[config.mk]
export PLATFORM = sky130hd
export DESIGN_NAME = joystick_axis_calibrate_and_map
export DESIGN_NICKNAME = d
export VERILOG_FILES = /design/src/sv/jac_pkg.sv /design/src/sv/jac_calib.sv /design/src/sv/jac_div.sv /design/src/sv/joystick_axis_calibrate_and_map.sv
export SDC_FILE = /design/constraint.sdc
export NUM_CORES = 1
export LEC_CHECK = 0
export BUFFER_PORTS_ARGS = -buffer_cell sky130_fd_sc_hd__buf_4
export CAP_MARGIN = 15
export CORE_MARGIN = 2
export CORE_UTILIZATION = 57
export CTS_CLUSTER_SIZE = 30
export DETAILED_ROUTE_END_ITERATION = 10
export HOLD_SLACK_MARGIN = 0.12
export PLACE_DENSITY = 0.86
export SYNTH_ARGS = -nofsm -noshare
export SYNTH_HDL_FRONTEND = slang
export SYNTH_SLANG_ARGS = --single-unit
[constraint.sdc]
create_clock -name clk -period 10.75 [get_ports clk]
set_clock_uncertainty 0.1 [all_clocks]
set_input_delay 0.5375 -clock clk [delete_from_list [all_inputs] [get_ports clk]]
set_output_delay 0.5375 -clock clk [all_outputs]
set_load 0.05 [all_outputs]
[src/sv/jac_pkg.sv]
// Shared types and constants for the joystick axis calibrator and mapper.
// Used by jac_calib, jac_div and the top level; depends on nothing else.
`timescale 1ns / 1ps
`default_nettype none

package jac_pkg;

  localparam int NUM_AXES      = 4;
  localparam int AXIS_W        = 2;
  localparam int ADC_BITS      = 10;
  localparam int CNT_W         = 16;
  localparam int OUT_W         = 20;
  localparam int PROD_W        = OUT_W - 1;
  localparam int DIV_STEPS     = PROD_W;
  localparam int STEP_W        = $clog2(DIV_STEPS);
  localparam int HALF_SPAN     = 500;
  localparam int SAMPLE_CNT_RST = 200;

  localparam logic [ADC_BITS-1:0] ADC_MAX    = {ADC_BITS{1'b1}};
  localparam logic [ADC_BITS-1:0] ADC_CENTER = {1'b0, {(ADC_BITS-1){1'b1}}};

  typedef enum logic [1:0] {
    REQ_START  = 2'd0,
    REQ_SAMPLE = 2'd1,
    REQ_MAP    = 2'd2,
    REQ_NOP    = 2'd3
  } req_t;

  typedef struct packed {
    req_t                req_type;
    logic [AXIS_W-1:0]   axis;
    logic [ADC_BITS-1:0] raw_sample;
  } in_item_t;

  typedef struct packed {
    logic signed [OUT_W-1:0] mapped_value;
    logic                    zero_divisor;
    logic                    calib_done;
    logic [ADC_BITS-1:0]     axis_min_out;
    logic [ADC_BITS-1:0]     axis_max_out;
    logic [ADC_BITS-1:0]     axis_center_out;
  } out_item_t;

  typedef struct packed {
    logic                start;
    logic                sample;
    logic [AXIS_W-1:0]   axis;
    logic [ADC_BITS-1:0] raw;
  } calib_cmd_t;

  typedef struct packed {
    logic [ADC_BITS-1:0] min_val;
    logic [ADC_BITS-1:0] max_val;
    logic [ADC_BITS-1:0] center_val;
    logic                done;
  } axis_view_t;

  typedef struct packed {
    logic busy;
    logic done;
  } div_status_t;

endpackage

`default_nettype wire

[src/sv/jac_calib.sv]
// Calibration tracker and axis table: running min/max, sample counter,
// sample count register and the per-axis min/max/center store. Uses jac_pkg.
`timescale 1ns / 1ps
`default_nettype none

module jac_calib import jac_pkg::*; (
  input  wire logic             clk,
  input  wire logic             rst_n,
  input  wire logic             cfg_we,
  input  wire logic [CNT_W-1:0] cfg_wdata,
  input  wire calib_cmd_t       cmd,
  output axis_view_t            view
);

  logic [CNT_W-1:0]    sample_count_r;
  logic                active_r;
  logic [AXIS_W-1:0]   cal_axis_r;
  logic [ADC_BITS-1:0] run_min_r;
  logic [ADC_BITS-1:0] run_max_r;
  logic [CNT_W-1:0]    taken_r;
  logic [ADC_BITS-1:0] tbl_min_r    [NUM_AXES];
  logic [ADC_BITS-1:0] tbl_max_r    [NUM_AXES];
  logic [ADC_BITS-1:0] tbl_center_r [NUM_AXES];

  logic                fold;
  logic                commit;
  logic [ADC_BITS-1:0] new_min;
  logic [ADC_BITS-1:0] new_max;
  logic [ADC_BITS:0]   new_sum;
  logic [ADC_BITS-1:0] new_center;
  logic [CNT_W-1:0]    taken_inc;
  logic [AXIS_W-1:0]   disp_axis;

  always_comb begin
    fold       = cmd.sample && active_r;
    new_min    = (cmd.raw < run_min_r) ? cmd.raw : run_min_r;
    new_max    = (cmd.raw > run_max_r) ? cmd.raw : run_max_r;
    new_sum    = {1'b0, new_min} + {1'b0, new_max};
    new_center = new_sum[ADC_BITS:1];
    taken_inc  = taken_r + CNT_W'(1);
    commit     = fold && (taken_inc >= sample_count_r);
    disp_axis  = fold ? cal_axis_r : cmd.axis;
    if (commit) begin
      view.min_val    = new_min;
      view.max_val    = new_max;
      view.center_val = new_center;
    end else begin
      view.min_val    = tbl_min_r[disp_axis];
      view.max_val    = tbl_max_r[disp_axis];
      view.center_val = tbl_center_r[disp_axis];
    end
    view.done = commit;
  end

  always_ff @(posedge clk) begin
    if (!rst_n) begin
      sample_count_r <= CNT_W'(SAMPLE_CNT_RST);
      active_r       <= 1'b0;
      cal_axis_r     <= '0;
      run_min_r      <= ADC_MAX;
      run_max_r      <= '0;
      taken_r        <= '0;
      for (int i = 0; i < NUM_AXES; i++) begin
        tbl_min_r[i]    <= '0;
        tbl_max_r[i]    <= ADC_MAX;
        tbl_center_r[i] <= ADC_CENTER;
      end
    end else begin
      if (cfg_we) begin
        sample_count_r <= cfg_wdata;
      end
      if (cmd.start) begin
        active_r   <= 1'b1;
        cal_axis_r <= cmd.axis;
        run_min_r  <= ADC_MAX;
        run_max_r  <= '0;
        taken_r    <= '0;
      end else if (fold) begin
        run_min_r <= new_min;
        run_max_r <= new_max;
        taken_r   <= commit ? '0 : taken_inc;
        if (commit) begin
          active_r                 <= 1'b0;
          tbl_min_r[cal_axis_r]    <= new_min;
          tbl_max_r[cal_axis_r]    <= new_max;
          tbl_center_r[cal_axis_r] <= new_center;
        end
      end
    end
  end

endmodule

`default_nettype wire

[src/sv/jac_div.sv]
// Bit-serial restoring divider: one quotient bit per cycle, dividend and
// quotient share one shift register. Uses jac_pkg.
`timescale 1ns / 1ps
`default_nettype none

module jac_div import jac_pkg::*; (
  input  wire logic                clk,
  input  wire logic                rst_n,
  input  wire logic                start,
  input  wire logic [PROD_W-1:0]   dividend,
  input  wire logic [ADC_BITS-1:0] divisor,
  output div_status_t              status,
  output logic [PROD_W-1:0]        quotient
);

  logic [PROD_W-1:0]   quo_r;
  logic [ADC_BITS-1:0] rem_r;
  logic [ADC_BITS-1:0] div_r;
  logic [STEP_W-1:0]   step_r;
  logic                busy_r;
  logic                done_r;

  logic [ADC_BITS:0]   trial;
  logic [ADC_BITS:0]   diff;
  logic                fits;

  always_comb begin
    trial = {rem_r, quo_r[PROD_W-1]};
    diff  = trial - {1'b0, div_r};
    fits  = trial >= {1'b0, div_r};
  end

  always_ff @(posedge clk) begin
    if (!rst_n) begin
      busy_r <= 1'b0;
      done_r <= 1'b0;
      step_r <= '0;
    end else begin
      done_r <= 1'b0;
      if (start) begin
        busy_r <= 1'b1;
        step_r <= STEP_W'(DIV_STEPS - 1);
      end else if (busy_r) begin
        step_r <= step_r - STEP_W'(1);
        if (step_r == '0) begin
          busy_r <= 1'b0;
          done_r <= 1'b1;
        end
      end
    end
  end

  always_ff @(posedge clk) begin
    if (start) begin
      quo_r <= dividend;
      rem_r <= '0;
      div_r <= divisor;
    end else if (busy_r) begin
      quo_r <= {quo_r[PROD_W-2:0], fits};
      rem_r <= fits ? diff[ADC_BITS-1:0] : trial[ADC_BITS-1:0];
    end
  end

  assign status.busy = busy_r;
  assign status.done = done_r;
  assign quotient    = quo_r;

endmodule

`default_nettype wire

[src/sv/joystick_axis_calibrate_and_map.sv]
// Top level of the joystick axis calibrator and mapper: request sequencer,
// mapping setup and output register. Uses jac_pkg, jac_calib and jac_div.
//
// One request is worked on at a time, and each gives exactly one result.
// For start, calibration sample and no-operation requests the request is
// registered and handled in the lookup state, and its result is held in the
// finish state until the output register can take it. A map request with a
// nonzero span also passes through the divide state, where the bit-serial
// divider retires one of the 19 quotient bits per cycle. A zero span skips
// the divider and takes the same path as a start request. The next request
// is accepted as soon as the previous result sits in the output register.
`timescale 1ns / 1ps
`default_nettype none

module joystick_axis_calibrate_and_map import jac_pkg::*; (
  input  wire logic             clk,
  input  wire logic             rst_n,
  input  wire logic             in_valid,
  output logic                  in_ready,
  input  wire in_item_t         in_data,
  output logic                  out_valid,
  input  wire logic             out_ready,
  output out_item_t             out_data,
  input  wire logic             cfg_we,
  input  wire logic [CNT_W-1:0] cfg_wdata
);

  typedef enum logic [3:0] {
    ST_IDLE = 4'b0001,
    ST_LOOK = 4'b0010,
    ST_DIV  = 4'b0100,
    ST_FIN  = 4'b1000
  } state_t;

  state_t      state_r, state_nxt;
  in_item_t    req_r;
  out_item_t   res_r, res_nxt;
  out_item_t   out_data_r, out_data_nxt;
  logic        out_valid_r, out_valid_nxt;
  logic        neg_r, neg_nxt;
  logic        lower_r, lower_nxt;

  calib_cmd_t  cmd;
  axis_view_t  view;
  div_status_t div_status;
  logic [PROD_W-1:0] quotient;

  logic                      lower;
  logic signed [ADC_BITS:0]  num;
  logic [ADC_BITS-1:0]       den;
  logic [ADC_BITS:0]         num_abs;
  logic [ADC_BITS-1:0]       mag;
  logic [PROD_W-1:0]         prod;
  logic                      div_start;
  logic signed [OUT_W-1:0]   q_signed;
  logic signed [OUT_W-1:0]   offset;

  assign cmd.start  = (state_r == ST_LOOK) && (req_r.req_type == REQ_START);
  assign cmd.sample = (state_r == ST_LOOK) && (req_r.req_type == REQ_SAMPLE);
  assign cmd.axis   = req_r.axis;
  assign cmd.raw    = req_r.raw_sample;

  jac_calib u_calib (
    .clk       (clk),
    .rst_n     (rst_n),
    .cfg_we    (cfg_we),
    .cfg_wdata (cfg_wdata),
    .cmd       (cmd),
    .view      (view)
  );

  always_comb begin
    lower = req_r.raw_sample < view.center_val;
    if (lower) begin
      num = signed'({1'b0, req_r.raw_sample}) - signed'({1'b0, view.min_val});
      den = view.center_val - view.min_val;
    end else begin
      num = signed'({1'b0, req_r.raw_sample}) - signed'({1'b0, view.center_val});
      den = view.max_val - view.center_val;
    end
    num_abs = num[ADC_BITS] ? (~num + (ADC_BITS+1)'(1)) : num;
    mag     = num_abs[ADC_BITS-1:0];
    prod    = PROD_W'(mag) * PROD_W'(HALF_SPAN);
  end

  jac_div u_div (
    .clk      (clk),
    .rst_n    (rst_n),
    .start    (div_start),
    .dividend (prod),
    .divisor  (den),
    .status   (div_status),
    .quotient (quotient)
  );

  always_comb begin
    q_signed = neg_r ? -signed'({1'b0, quotient}) : signed'({1'b0, quotient});
    offset   = lower_r ? OUT_W'(-HALF_SPAN) : '0;
  end

  assign in_ready = (state_r == ST_IDLE);

  always_comb begin
    state_nxt     = state_r;
    res_nxt       = res_r;
    neg_nxt       = neg_r;
    lower_nxt     = lower_r;
    div_start     = 1'b0;
    out_data_nxt  = out_data_r;
    out_valid_nxt = out_valid_r && !out_ready;
    unique case (state_r)
      ST_IDLE: begin
        if (in_valid) begin
          state_nxt = ST_LOOK;
        end
      end
      ST_LOOK: begin
        res_nxt.mapped_value    = '0;
        res_nxt.zero_divisor    = 1'b0;
        res_nxt.calib_done      = view.done;
        res_nxt.axis_min_out    = view.min_val;
        res_nxt.axis_max_out    = view.max_val;
        res_nxt.axis_center_out = view.center_val;
        neg_nxt                 = num[ADC_BITS];
        lower_nxt               = lower;
        state_nxt               = ST_FIN;
        if (req_r.req_type == REQ_MAP) begin
          if (den == '0) begin
            res_nxt.zero_divisor = 1'b1;
          end else begin
            div_start = 1'b1;
            state_nxt = ST_DIV;
          end
        end
      end
      ST_DIV: begin
        if (div_status.done) begin
          res_nxt.mapped_value = q_signed + offset;
          state_nxt            = ST_FIN;
        end
      end
      ST_FIN: begin
        if (!out_valid_r || out_ready) begin
          out_data_nxt  = res_r;
          out_valid_nxt = 1'b1;
          state_nxt     = ST_IDLE;
        end
      end
      default: begin
        state_nxt = ST_IDLE;
      end
    endcase
  end

  always_ff @(posedge clk) begin
    if (!rst_n) begin
      state_r     <= ST_IDLE;
      out_valid_r <= 1'b0;
    end else begin
      state_r     <= state_nxt;
      out_valid_r <= out_valid_nxt;
    end
  end

  always_ff @(posedge clk) begin
    if (in_valid && in_ready) begin
      req_r <= in_data;
    end
    res_r      <= res_nxt;
    neg_r      <= neg_nxt;
    lower_r    <= lower_nxt;
    out_data_r <= out_data_nxt;
  end

  assign out_valid = out_valid_r;
  assign out_data  = out_data_r;

  a_div_done_in_div: assert property (@(posedge clk) disable iff (!rst_n)
    div_status.done |-> (state_r == ST_DIV))
    else $error("divider finished outside the divide state");

  a_div_busy_in_div: assert property (@(posedge clk) disable iff (!rst_n)
    div_status.busy |-> (state_r == ST_DIV))
    else $error("divider busy outside the divide state");

  a_zero_forces_zero: assert property (@(posedge clk) disable iff (!rst_n)
    out_valid_r |-> !(out_data_r.zero_divisor && (out_data_r.mapped_value != '0)))
    else $error("zero span gave a nonzero mapped value");

  a_done_not_zero: assert property (@(posedge clk) disable iff (!rst_n)
    out_valid_r |-> !(out_data_r.calib_done && out_data_r.zero_divisor))
    else $error("calibration done and zero span raised together");

  a_commit_ordered: assert property (@(posedge clk) disable iff (!rst_n)
    (out_valid_r && out_data_r.calib_done) |->
      ((out_data_r.axis_min_out <= out_data_r.axis_center_out) &&
       (out_data_r.axis_center_out <= out_data_r.axis_max_out)))
    else $error("committed center lies outside min and max");

endmodule

`default_nettype wire
Word-level counts from Yosys, hierarchy flattened
Memories as Yosys holds them, arrays and structs flattened.
Index checks and enable logic that the tools add are counted.
- memory bits (writable): 120
- output and inout bits: 54
- memories kept: 3
- flip-flop bits (word level): 226
- memory list (memory ; depth ; width ; rd ports ; clocked after Yosys merged registers in ; wr ports ; line ; text):
    u_calib.tbl_center_r ; 4 ; 10 ; 1 ; 0 ; 4 ; jac_calib.sv:23 ; logic [ADC_BITS-1:0] tbl_center_r [NUM_AXES];
    u_calib.tbl_max_r ; 4 ; 10 ; 1 ; 0 ; 4 ; jac_calib.sv:22 ; logic [ADC_BITS-1:0] tbl_max_r [NUM_AXES];
    u_calib.tbl_min_r ; 4 ; 10 ; 1 ; 0 ; 4 ; jac_calib.sv:21 ; logic [ADC_BITS-1:0] tbl_min_r [NUM_AXES];
- $mul: 1
- add/sub/neg operators: 11
- equal/unequal tests: 9
- bitwise logic cells: 3
- mux-type cells: 51
- $lt $le $gt $ge: 5
- reduce and logical (&&, ||, !) cells: 26
- operator list (operator ; count):
    $mux 10 ; 8
    $mux 20 ; 3
    $pmux 20 s2 ; 1
    $mux 19 ; 2
    $mux 30 ; 1
    $reduce_or 10->1 ; 3
    $sub 10x10->10 ; 3
    $mux 1 ; 22
    $sub 10x10->11 ; 2
    $add 20x20->20 ; 1
    $lt 10x10->1 ; 2
    $mux 4 ; 5
    $neg 19->20 ; 1
    $mul 10x7->17 const B ; 1
    $add 16x1->16 const B ; 1
    $ge 16x16->1 ; 1
    $mux 16 ; 1
    $pmux 4 s4 ; 1
    $add 10x10->11 ; 1
    $ge 11x10->1 ; 1
    $mux 11 ; 1
    $add 10x2->10 const B ; 1
    $gt 10x10->1 ; 1
    $logic_not 10->1 ; 1
    23 further kinds ; 41

Longest topological paths before layout
Gate-level depths: netlist of run 1.
An unclocked memory read counts as a cell.
- word-level depth: 13
- depth in mapped cells: 55
- depth with buffers taken out: 53

Cells and area by module
Synthesis of run 1 repeated with hierarchy kept, for this count alone.
- cells, all modules: 1893
- area total of the unflattened synthesis: 20738.6 µm²
- by module, submodules not included (module ; instances ; seq. area each (µm²) ; area an instance (µm²) ; cells an instance):
    joystick_axis_calibrate_and_map ; 1 ; 3703.6 ; 9277.6 ; 851
    jac_calib ; 1 ; 4704.5 ; 9082.5 ; 838
    jac_div ; 1 ; 1211.2 ; 2378.5 ; 204

Worst setup path before layout of run 1
Ideal clock, no wire load.
- path type: register -> register
- start: register u_calib.taken_r[2]
- end: register u_div.quo_r[18] (netlist: u_div.quotient[18]) (data pin)
- data arrival time: 10.569 ns
- required time: 10.389 ns
- stages on the path, launching flop included: 53
- library setup time: 0.261 ns
- period minus slack after synthesis: 10.929 ns
- setup slack: -0.179 ns
- buffers on the path: 3
- cells stage by stage: dfxtp_1 -> and3_1 -> nand3_1 -> nor2_1 -> and3_1 -> and3_1 -> and3_1 -> nand3_1 -> xnor2_1 -> ha_1 -> a21oi_1 -> o21a_1 -> and4_1 -> a21oi_1 -> nand2_1 -> clkbuf_1 -> buf_1 -> buf_1 -> [... 17 more ...] -> fa_1 -> inv_1 -> fa_1 -> inv_1 -> fa_1 -> inv_1 -> ha_1 -> inv_1 -> o21bai_1 -> a21oi_1 -> o21bai_1 -> a21oi_1 -> o21ai_0 -> or4_1 -> a31oi_1 -> o21bai_1 -> xnor2_1 -> mux2i_1
- RTL lines (item ; line ; text):
    start, declared ; jac_calib.sv:20 ; logic [CNT_W-1:0] taken_r;
    start signal, assigned ; jac_calib.sv:81 ; taken_r <= commit ? '0 : taken_inc;
    end signal, assigned ; jac_div.sv:55 ; quo_r <= dividend;
    end signal, assigned ; jac_div.sv:59 ; quo_r <= {quo_r[PROD_W-2:0], fits};
    end, declared ; jac_div.sv:16 ; logic [PROD_W-1:0] quo_r;

Worst setup path in the final report of run 1
- start: register req_r (netlist bit cmd[3])
- end: register u_div.quo_r[18] (netlist: u_div.quotient[18]) (data pin)
- longest elaborated chain between the ends: 11
- elaborated cells on any way between the ends: 22
- RTL lines (item ; line ; text):
    start, declared ; joystick_axis_calibrate_and_map.sv:36 ; in_item_t req_r;
    start signal, assigned ; joystick_axis_calibrate_and_map.sv:167 ; req_r <= in_data;
    $lt 10x10->1 (*) ; jac_calib.sv:36 ; new_min = (cmd.raw < run_min_r) ? cmd.raw : run_min_r;
    $mux 10 (*) ; jac_calib.sv:36 ;
    named net u_calib.new_min[2] ; jac_calib.sv:27 ; logic [ADC_BITS-1:0] new_min;
    $add 10x10->11 ; jac_calib.sv:38 ; new_sum = {1'b0, new_min} + {1'b0, new_max};
    $mux 30 (*) ; jac_calib.sv:43 ; if (commit) begin
    $sub 10x10->11, or another cell as far along ; joystick_axis_calibrate_and_map.sv:78 ; num = signed'({1'b0, req_r.raw_sample}) - signed'({1'b0, view.center_val});
    $mux 11 or $mux 10 (tied branches) ; joystick_axis_calibrate_and_map.sv:74 ; if (lower) begin
    $not 10->10 or $logic_not 10->1 (tied branches) ; joystick_axis_calibrate_and_map.sv:81, joystick_axis_calibrate_and_map.sv:128 ;
    $add 10x2->10 or $mux 1 (tied branches) ; joystick_axis_calibrate_and_map.sv:81, joystick_axis_calibrate_and_map.sv:128 ;
    $mux 10 or $mux 1 (tied branches) ; joystick_axis_calibrate_and_map.sv:81, joystick_axis_calibrate_and_map.sv:127 ;
    $mul 10x7->17 or $mux 1 (tied branches) ; joystick_axis_calibrate_and_map.sv:83, joystick_axis_calibrate_and_map.sv:111 ;
    $mux 19 (*) ; jac_div.sv:54 ; if (start) begin
Mark *: on every way through the listed nets, which the timed path passes. The rest lies on a longest branch.
A chain may end at the register's enable or synchronous reset.

==> results.toml, run 1 <==
[logic_synthesis]
yosysUniqueCellTypes = 83
syn_inst = 2028
synthTopCellsByCount = "317 x nand2_1, 267 x edfxtp_1, 165 x nor2_1"
synth_area_sq_um = 20600
synthesis.nets = 2241
synth-seq-cells = 346
synth_edf_count = 267
ys.flop_type = "edfxtp_1"
syn_avg_cell_area_sq_um = 10.2
synth-async-reset-ratio = 0
ys_warn_count = 0
yosysMostFrequentCell = "nand2_1"
synth_area_leader_cell = "edfxtp_1"
synth.area.top_cells = "edfxtp_1 39%, ha_1 8.9%, dfxtp_1 7.7%"
ys_seq_area_frac = 0.465
synth_top_area_frac = 0.389

[job]
max-cap-violations = 0

[grt]
grt_util_all_layers = 0.275
overflow = 0
grt.busiest_layer = "met2"
first_global_vias = 15700
grt_pass1_wl_mm = 82.7
met3_usage = 0.0537
gr-usage-met1 = 0.343
antenna_found_initial = 0
met2_usage = 0.466
grt_max_degree = 53

[drt]
drc = 0
wl_per_cell_um = 20.0
drtIter0Drc = 1604
drt_first_pass_iters = 6
wl_mm = 54.1
ant_nets = 0
vias_per_cell = 5.93
vias = 16100

[setup_path]
end_kind = "flop"
slowest_stage = "or4_4"
worstPathRequired_ps = 10930
critPathMaxStageDelay_ps = 550
startpoint_type = "flop"
cpMostUsedCell = "ha_1"
path_max_fanout = 11
arrival_ps = 10830
critPathKind = "reg -> reg"

[floorplanning]
die_area_sq_um = 37700
die_height_um = 194
num_rows = 69
start_util = 0.580
fp.coreArea_sq_um = 35600
ios = 89
die_w_um = 194

[finish]
drive_gt1_frac = 0.183
final_cell_area_sq_um = 24500
num-fill-cells = 2474
fin_nets = 2430
syn_to_final_growth_pct = 18.8
num_antenna_cells = 0

[clocking]
clkSinkCount = 346
clkLatencyLatePin_ps = 550
clk_pin_slew_worst_paths_ps = 60
h-tree-depth = 2
tritoncts = "built"
cts_made_buffers = 38
clock_tree.buffer_depth = 3
cts-root-buf = "clkbuf_16"

[sta]
setup_tns_ps = 0
timing_hold_violations_final = 0
hold_ws_ps = 134
finalCriticalPeriod_ps = 10640
worstMarginPinSlew_ps = 1170
finalSetupViolCount = 0
max_freq_mhz = 93.9
maxSlewHeadroom = 0.220
fin_crit_sh = 0.990
layout_setup_ws_ps = 106
drv_slew = 0

[power_and_ir_drop]
switching_power_mw = 3.67
pwr-share-clk = 0.165
power_density_nw_per_um2 = 344
vdd_drop_max_mv = 0.910
swShare = 0.435
p_comb_frac = 0.656
p_seq_frac = 0.179
p_leak_nw = 10.1
p_int_mw = 4.77

[placed_design]
place_ws_ps = -341
place.gp.congestion = 0.967
hpwl_mm = 37.3
portBuffers = 88
post_dp_cell_area_sq_um = 22200

[status]
status = "finished, final reports clean"

[hold_path]
hold_class = "in -> reg"
==> flip-flops by register name (all words and copies together) (netlist names), 2 cells and up <==
name,flops
u_calib.tbl_max_r,40
u_div.quotient,19
u_calib.run_min_r,10
u_div.step_r,5
u_calib.tbl_min_r,40
u_calib.taken_r,16
u_calib.tbl_center_r,40
res_r,52
state_r,4
cmd,12
out_data,52
u_div.div_r,10
req_r,2
u_div.rem_r,10
u_calib.run_max_r,10
u_calib.sample_count_r,16
u_calib.cal_axis_r,2
==> through the flow <==
step / power (mW) / instances / utilization
2_1_floorplan: 5.46 / 2028 / -
3_3_place_gp: 6.24 / 2575 / 0.623
3_5_place_dp: 6.47 / 2575 / 0.623
4_1_cts: 7.97 / 2672 / 0.670
5_1_grt: 9.23 / 2707 / 0.689
6_report: 8.44 / 2707 / 0.689
==> worst max-delay path, delay by kind of cell (launching register included) <==
family / cells / cell delay (ps)
compound gates: 17 / 3170
buf+inv: 9 / 1110
fa+ha+maj: 8 / 2770
flops: 1 / 480
mux: 3 / 640
xor+xnor: 3 / 760
simple gates: 7 / 1380
==> power by group through the flow <==
| stage | combinational [mW] | sequential (mW) | clock (mW) |
|---|---|---|---|
| finish | 5.54 | 1.51 | 1.39 |
| global route | 6.26 | 1.51 | 1.46 |
| CTS | 5.06 | 1.51 | 1.41 |
| detailed placement | 4.94 | 1.54 | 0 |
| global placement | 4.70 | 1.53 | 0 |
| floorplan | 3.93 | 1.53 | 0 |
==> placed cells by master, fill, tap and decap left out, drive strengths merged, types with 33 or more instances in the layout <==
cell type and n:
nor2b 33, clkbuf 52, edfxtp 267, mux2i 60
o21ai 52, a21oi 83, nand3 78, nand2 317
dfxtp 79, xnor2 84, ha 147, buf 208
inv 160, nor2 165, xor2 64
==> area by class of cell <==
cell class	count	area, sq um	area share
Clock buffer	52	1030	0.0422
Clock inverter	17	280	0.0114
Inverter	159	602	0.0245
Multi-Input combinational cell	1448	10600	0.434
Sequential cell	346	9610	0.392
Tap cell	461	577	0.0235
Timing Repair Buffer	224	1770	0.0723
==> logic make-up (layout without fill, tap and decap cells) <==
group / after synthesis / count (layout) / share of synthesized area
and+or+nand+nor: 731 / 731 / 0.162
DFF: 346 / 346 / 0.465
AOI/OAI and AO/OA: 309 / 309 / 0.103
buffers and inverters: 234 / 452 / 0.0437
adders and majority gates: 179 / 179 / 0.120
xor gates and xnor gates: 148 / 148 / 0.0636
muxes: 81 / 81 / 0.0434
==> what timing repair did <==
item | in CTS | in global routing
hold buffers | 16 | 0
setup endpoints to repair | 4 | 6
pin swaps | 3 | 27
setup buffers | 12 | 35
hold endpoints to repair | 16 | 0
resized for setup | 18 | 90
==> layer usage <==
| layer | routed length, um | share of wire |
|---|---|---|
| met1 | 21100 | 0.39 |
| met2 | 26000 | 0.48 |
| met3 | 4340 | 0.080 |
| met4 | 2640 | 0.049 |
| met5 | 0 | 0 |
==> final timing paths <==
kind	startpoint	endpoint	slack (ps)	depth (start not counted)
worst max-delay path	cmd[3]	u_div.quotient[18]	110	47
worst min register to register	res_r[26]	out_data[26]	310	0
worst min-delay path	cfg_wdata[7]	u_calib.sample_count_r[7]	130	3
worst max register to register	cmd[3]	u_div.quotient[18]	110	47
(Power assumes the default switching activity.)
==> run 2: changes to the inputs <==
- SETUP_SLACK_MARGIN: default -> 0.15
- SYNTH_HIERARCHICAL: default -> 1
==> run 2 against run 1 <==
Against the previous run:
- worst setup slack gained 370 ps
- first-iteration DRC count down 34%
- hold slack improved by 84 ps
- synthesized cell count fell by 6.7%
- maximum frequency grew 3.6%
- final cell count is 5.5% lower
- register-to-register slack gained 370 ps
- die area up 0.48%
- sequential cell count is the same
- non-clock buffer count decreased by 21
- core utilization is 1.5 points lower
==> results.toml, run 2 <==
[status]
status = "finished, final reports clean"

[clocking]
cts_made_buffers = 37
cts-root-buf = "clkbuf_16"
clock_tree.buffer_depth = 3
clkLatencyLatePin_ps = 570
h-tree-depth = 2
clk_pin_slew_worst_paths_ps = 60
clkSinkCount = 346
tritoncts = "built"

[setup_path]
slowest_stage = "fa_1"
startpoint_type = "flop"
cpMostUsedCell = "inv_1"
path_max_fanout = 10
worstPathRequired_ps = 10950
critPathMaxStageDelay_ps = 550
critPathKind = "reg -> reg"
end_kind = "flop"
arrival_ps = 10480

[finish]
final_common_cell = "edfxtp_1"
multi_input_area_sq_um = 10500
drive_gt1_frac = 0.185
num_antenna_cells = 0
regArea_sq_um = 9620
num-fill-cells = 2542
syn_to_final_growth_pct = 15.9
final_cell_mix = "269 x edfxtp_1, 183 x nand2_1, 168 x buf_4"
fin_nets = 2286

[sta]
worstMarginPinSlew_ps = 1220
drv_slew = 0
finalSetupViolCount = 0
fin_crit_sh = 0.956
finalCriticalPeriod_ps = 10270
timing_hold_violations_final = 0
layout_setup_ws_ps = 477
rsz0062_at_grt = "true"
maxSlewHeadroom = 0.174
max_freq_mhz = 97.3

[placed_design]
portBuffers = 88
place.gp.congestion = 0.947
place_ws_ps = 12.9
hpwl_mm = 36.2

[drt]
wl_mm = 50.7
vias_per_cell = 6.03
wl_per_cell_um = 19.8
drtIter0Drc = 1062
ant_nets = 0
drc = 0
vias = 15400
drt_first_pass_iters = 5

[grt]
grt_max_degree = 46
antenna_found_initial = 0
overflow = 0
first_global_vias = 15000
grt_util_all_layers = 0.266
grt_pass1_wl_mm = 79.3

[hold_path]
hold_class = "in -> reg"

[logic_synthesis]
syn_inst = 1892
synth_area_sq_um = 20700
ys_warn_count = 6
syn_avg_cell_area_sq_um = 11.0

[floorplanning]
fp.coreArea_sq_um = 35700
start_util = 0.581
num_rows = 69
die_area_sq_um = 37900
die_w_um = 195
ios = 89
die_height_um = 195

[job]
max-cap-violations = 0
run 2: changes by cell type in the layout (fill, tap and decap cells not counted), moves of 14 or more:
cell           before  now
o21ai_0            39   53
buf_4             199  168
mux4_2              3   30
nor3_1             13   31
dlygate4sd3_1      16   30
xor2_1             59   37
nand2_1           315  183
a21oi_2            17    3
nand3_1            74   42
run 2: layer usage:
metal  vias up  global-route usage  routed length (um)
li1       7228                   -                   -
met1      7437               0.327               19800
met2       632               0.457               24800
met3       145              0.0536                3750
met4         0               0.115                2330
met5         -                   0                   0
run 2: worst max-delay path, delay by kind of cell (launching register included):
kind            cells  cell delay, ps
flops               1             530
mux                 2             540
compound gates     16            3270
xor+xnor            3             560
fa+ha+maj           8            3360
buf+inv             7             750
simple gates        6             920
run 2: repair_timing:
action | 4_1_cts | 5_1_grt
buffers inserted | 5 | 16
cloned | 1 | 0
pin swaps | 1 | 5
hold endpoints to repair | 30 | 0
resized for setup | 5 | 63
setup endpoints to repair | 4 | 9
hold buffers | 30 | 0
run 2: per-stage QoR:
step	setup TNS (ps)	hold slack [ps]	utilization	cell area, sq um	std cells
final	0	218	0.674	24000	2559
after global routing	-50.1	253	0.674	24000	2559
after CTS	0	209	0.663	23600	2542
after detailed placement	0	305	0.622	22200	2441
after global placement	0	301	0.622	22200	2441
after floorplan	0	300	-	20700	1893
run 2: final cells by class:
cell class	count	share of cell area
Clock buffer	46	0.0417
Clock inverter	19	0.00411
Inverter	151	0.0236
Multi-Input combinational cell	1333	0.439
Sequential cell	346	0.400
Tap cell	461	0.0240
Timing Repair Buffer	203	0.0677
run 2: worst paths after layout:
kind | end | start | depth (start not counted) | slack (ps)
hold reg to reg | out_data[44] | res_r[44] | 0 | 320
hold / removal | state_r[0] | in_valid | 4 | 220
setup / recovery | u_div/quotient[17] | cmd[3] | 42 | 480
setup reg to reg | u_div/quotient[17] | cmd[3] | 42 | 480
Power of run 2 is not shown: default switching activity piles up to over one toggle a cycle in this logic, so the estimate is an artifact.
==> run 3: changes to the inputs <==
- CORE_UTILIZATION: 57 -> 65
- PLACE_DENSITY: 0.86 -> 0.93
- clock period: 10.75 -> 12.1 ns (I/O delays scaled with it)
==> run 3 against run 2 <==
Against the previous run:
- final cell count down 5.0%
- clock-buffer cell count fell by 1
- largest cell class unchanged
- sequential share of layout area up 1.1 points
- first-iteration DRC count is 37% higher
- wire length fell by 2.1%
- critical path depth grew 2
- highest routed layer unchanged
- non-clock buffer count down 72
- sequential cell count unchanged
- hold slack worse by 86 ps
==> results.toml, run 3 (synthesized netlist as in run 2, its figures left out) <==
[drt]
wl_mm = 49.6
wl_per_cell_um = 20.4
drt_first_pass_iters = 5
drc = 0
vias_per_cell = 6.32
vias = 15400
drtIter0Drc = 1451
ant_nets = 0

[finish]
final_common_cell = "edfxtp_1"
fin_nets = 2214
final_cell_mix = "269 x edfxtp_1, 183 x nand2_1, 159 x nor2_1"
drive_gt1_frac = 0.154
syn_to_final_growth_pct = 12.8
num_antenna_cells = 0
num-fill-cells = 1923

[sta]
finalSetupViolCount = 0
drv_slew = 0
finalCriticalPeriod_ps = 11340
worstMarginPinSlew_ps = 1170
timing_hold_violations_final = 0
rsz0062_at_grt = "true"
maxSlewHeadroom = 0.214
setup_tns_ps = 0
max_freq_mhz = 88.2
fin_crit_sh = 0.937

[grt]
first_global_vias = 15300
grt_pass1_wl_mm = 78.2
antenna_found_initial = 0
overflow = 0
grt_max_degree = 45
grt_util_all_layers = 0.297

[floorplanning]
ios = 89
num_rows = 65
die_w_um = 183
die_height_um = 183
fp.coreArea_sq_um = 31500
start_util = 0.659
die_area_sq_um = 33300

[clocking]
h-tree-depth = 2
clock_tree.buffer_depth = 3
clkLatencyLatePin_ps = 570
tritoncts = "built"
clkSinkCount = 346
cts-root-buf = "clkbuf_16"
cts_made_buffers = 38
clk_pin_slew_worst_paths_ps = 60

[setup_path]
path_max_fanout = 18
worstPathRequired_ps = 12280
cp_top_family = "compound AO/OA/AOI/OAI gates"
slowest_stage = "edfxtp_1"
r2r_setup_slack_ps = 760
critPathMaxStageDelay_ps = 540
critPathKind = "reg -> reg"
reg2reg_to = "u_div/quotient[17]"
arrival_ps = 11520
timing.rr.start = "cmd[4]"
end_kind = "flop"
path_buf_inv = 9
reg2regPathDepth = 44
startpoint_type = "flop"

[hold_path]
hold_end = "cmd[10]"
min-delay-start = "in_data[10]"
whs_path_depth = 1
hold_class = "in -> reg"

[status]
status = "finished, final reports clean"

[placed_design]
place.gp.congestion = 0.950
hpwl_mm = 35.7
portBuffers = 88

[job]
max-cap-violations = 0
-- run 3: layout make-up --
cell class | instances | area [sq um] | area share
sequential | 346 | 9620 | 0.411
clock inverter | 25 | 349 | 0.0149
tap | 402 | 503 | 0.0215
clock buffer | 45 | 977 | 0.0418
multi-input combinational | 1332 | 10400 | 0.443
timing repair buffer | 131 | 1010 | 0.0431
inverter | 151 | 569 | 0.0243
-- run 3: per-stage QoR --
step,setup WS (ps),utilization,hold slack (ps),area [sq um],instances
2_1_floorplan,2130,-,300,20700,1893
3_3_place_gp,854,0.696,301,21900,2355
3_5_place_dp,402,0.696,305,21900,2355
4_1_cts,322,0.739,120,23300,2427
5_1_grt,115,0.743,121,23400,2432
6_report,761,0.743,133,23400,2432
-- run 3: repair_timing --
| action | 4_1_cts | 5_1_grt |
|---|---|---|
| setup endpoints to repair | 0 | 8 |
| endpoints found under the hold margin | 2 | 3 |
| gates resized for setup | 0 | 19 |
| hold buffers | 2 | 3 |
| buffers inserted | 0 | 2 |
-- run 3: routing by layer --
| layer | wire, um | GRT usage | part of all wire | up-vias |
|---|---|---|---|---|
| met5 | 0 | 0 | 0 | - |
| met4 | 2490 | 0.147 | 0.050 | 0 |
| met3 | 4270 | 0.0589 | 0.086 | 195 |
| met2 | 24700 | 0.520 | 0.50 | 774 |
| met1 | 18200 | 0.351 | 0.37 | 7340 |
| li1 | - | - | - | 7073 |
-- run 3: worst max path at each step --
stage / endpoint / cells after the start / slack (ps) / from
after floorplan: u_div/quotient[18] / 41 / 2130 / cmd[4]
after global placement: u_div/quotient[18] / 40 / 850 / cmd[4]
after detailed placement: u_div/quotient[18] / 37 / 400 / cmd[4]
after CTS: u_div/quotient[18] / 36 / 320 / cmd[1]
after global routing: u_div/quotient[18] / 37 / 110 / u_calib/taken_r[0]
final: u_div/quotient[17] / 44 / 760 / cmd[4]
Power of run 3 is left out for the same reason.
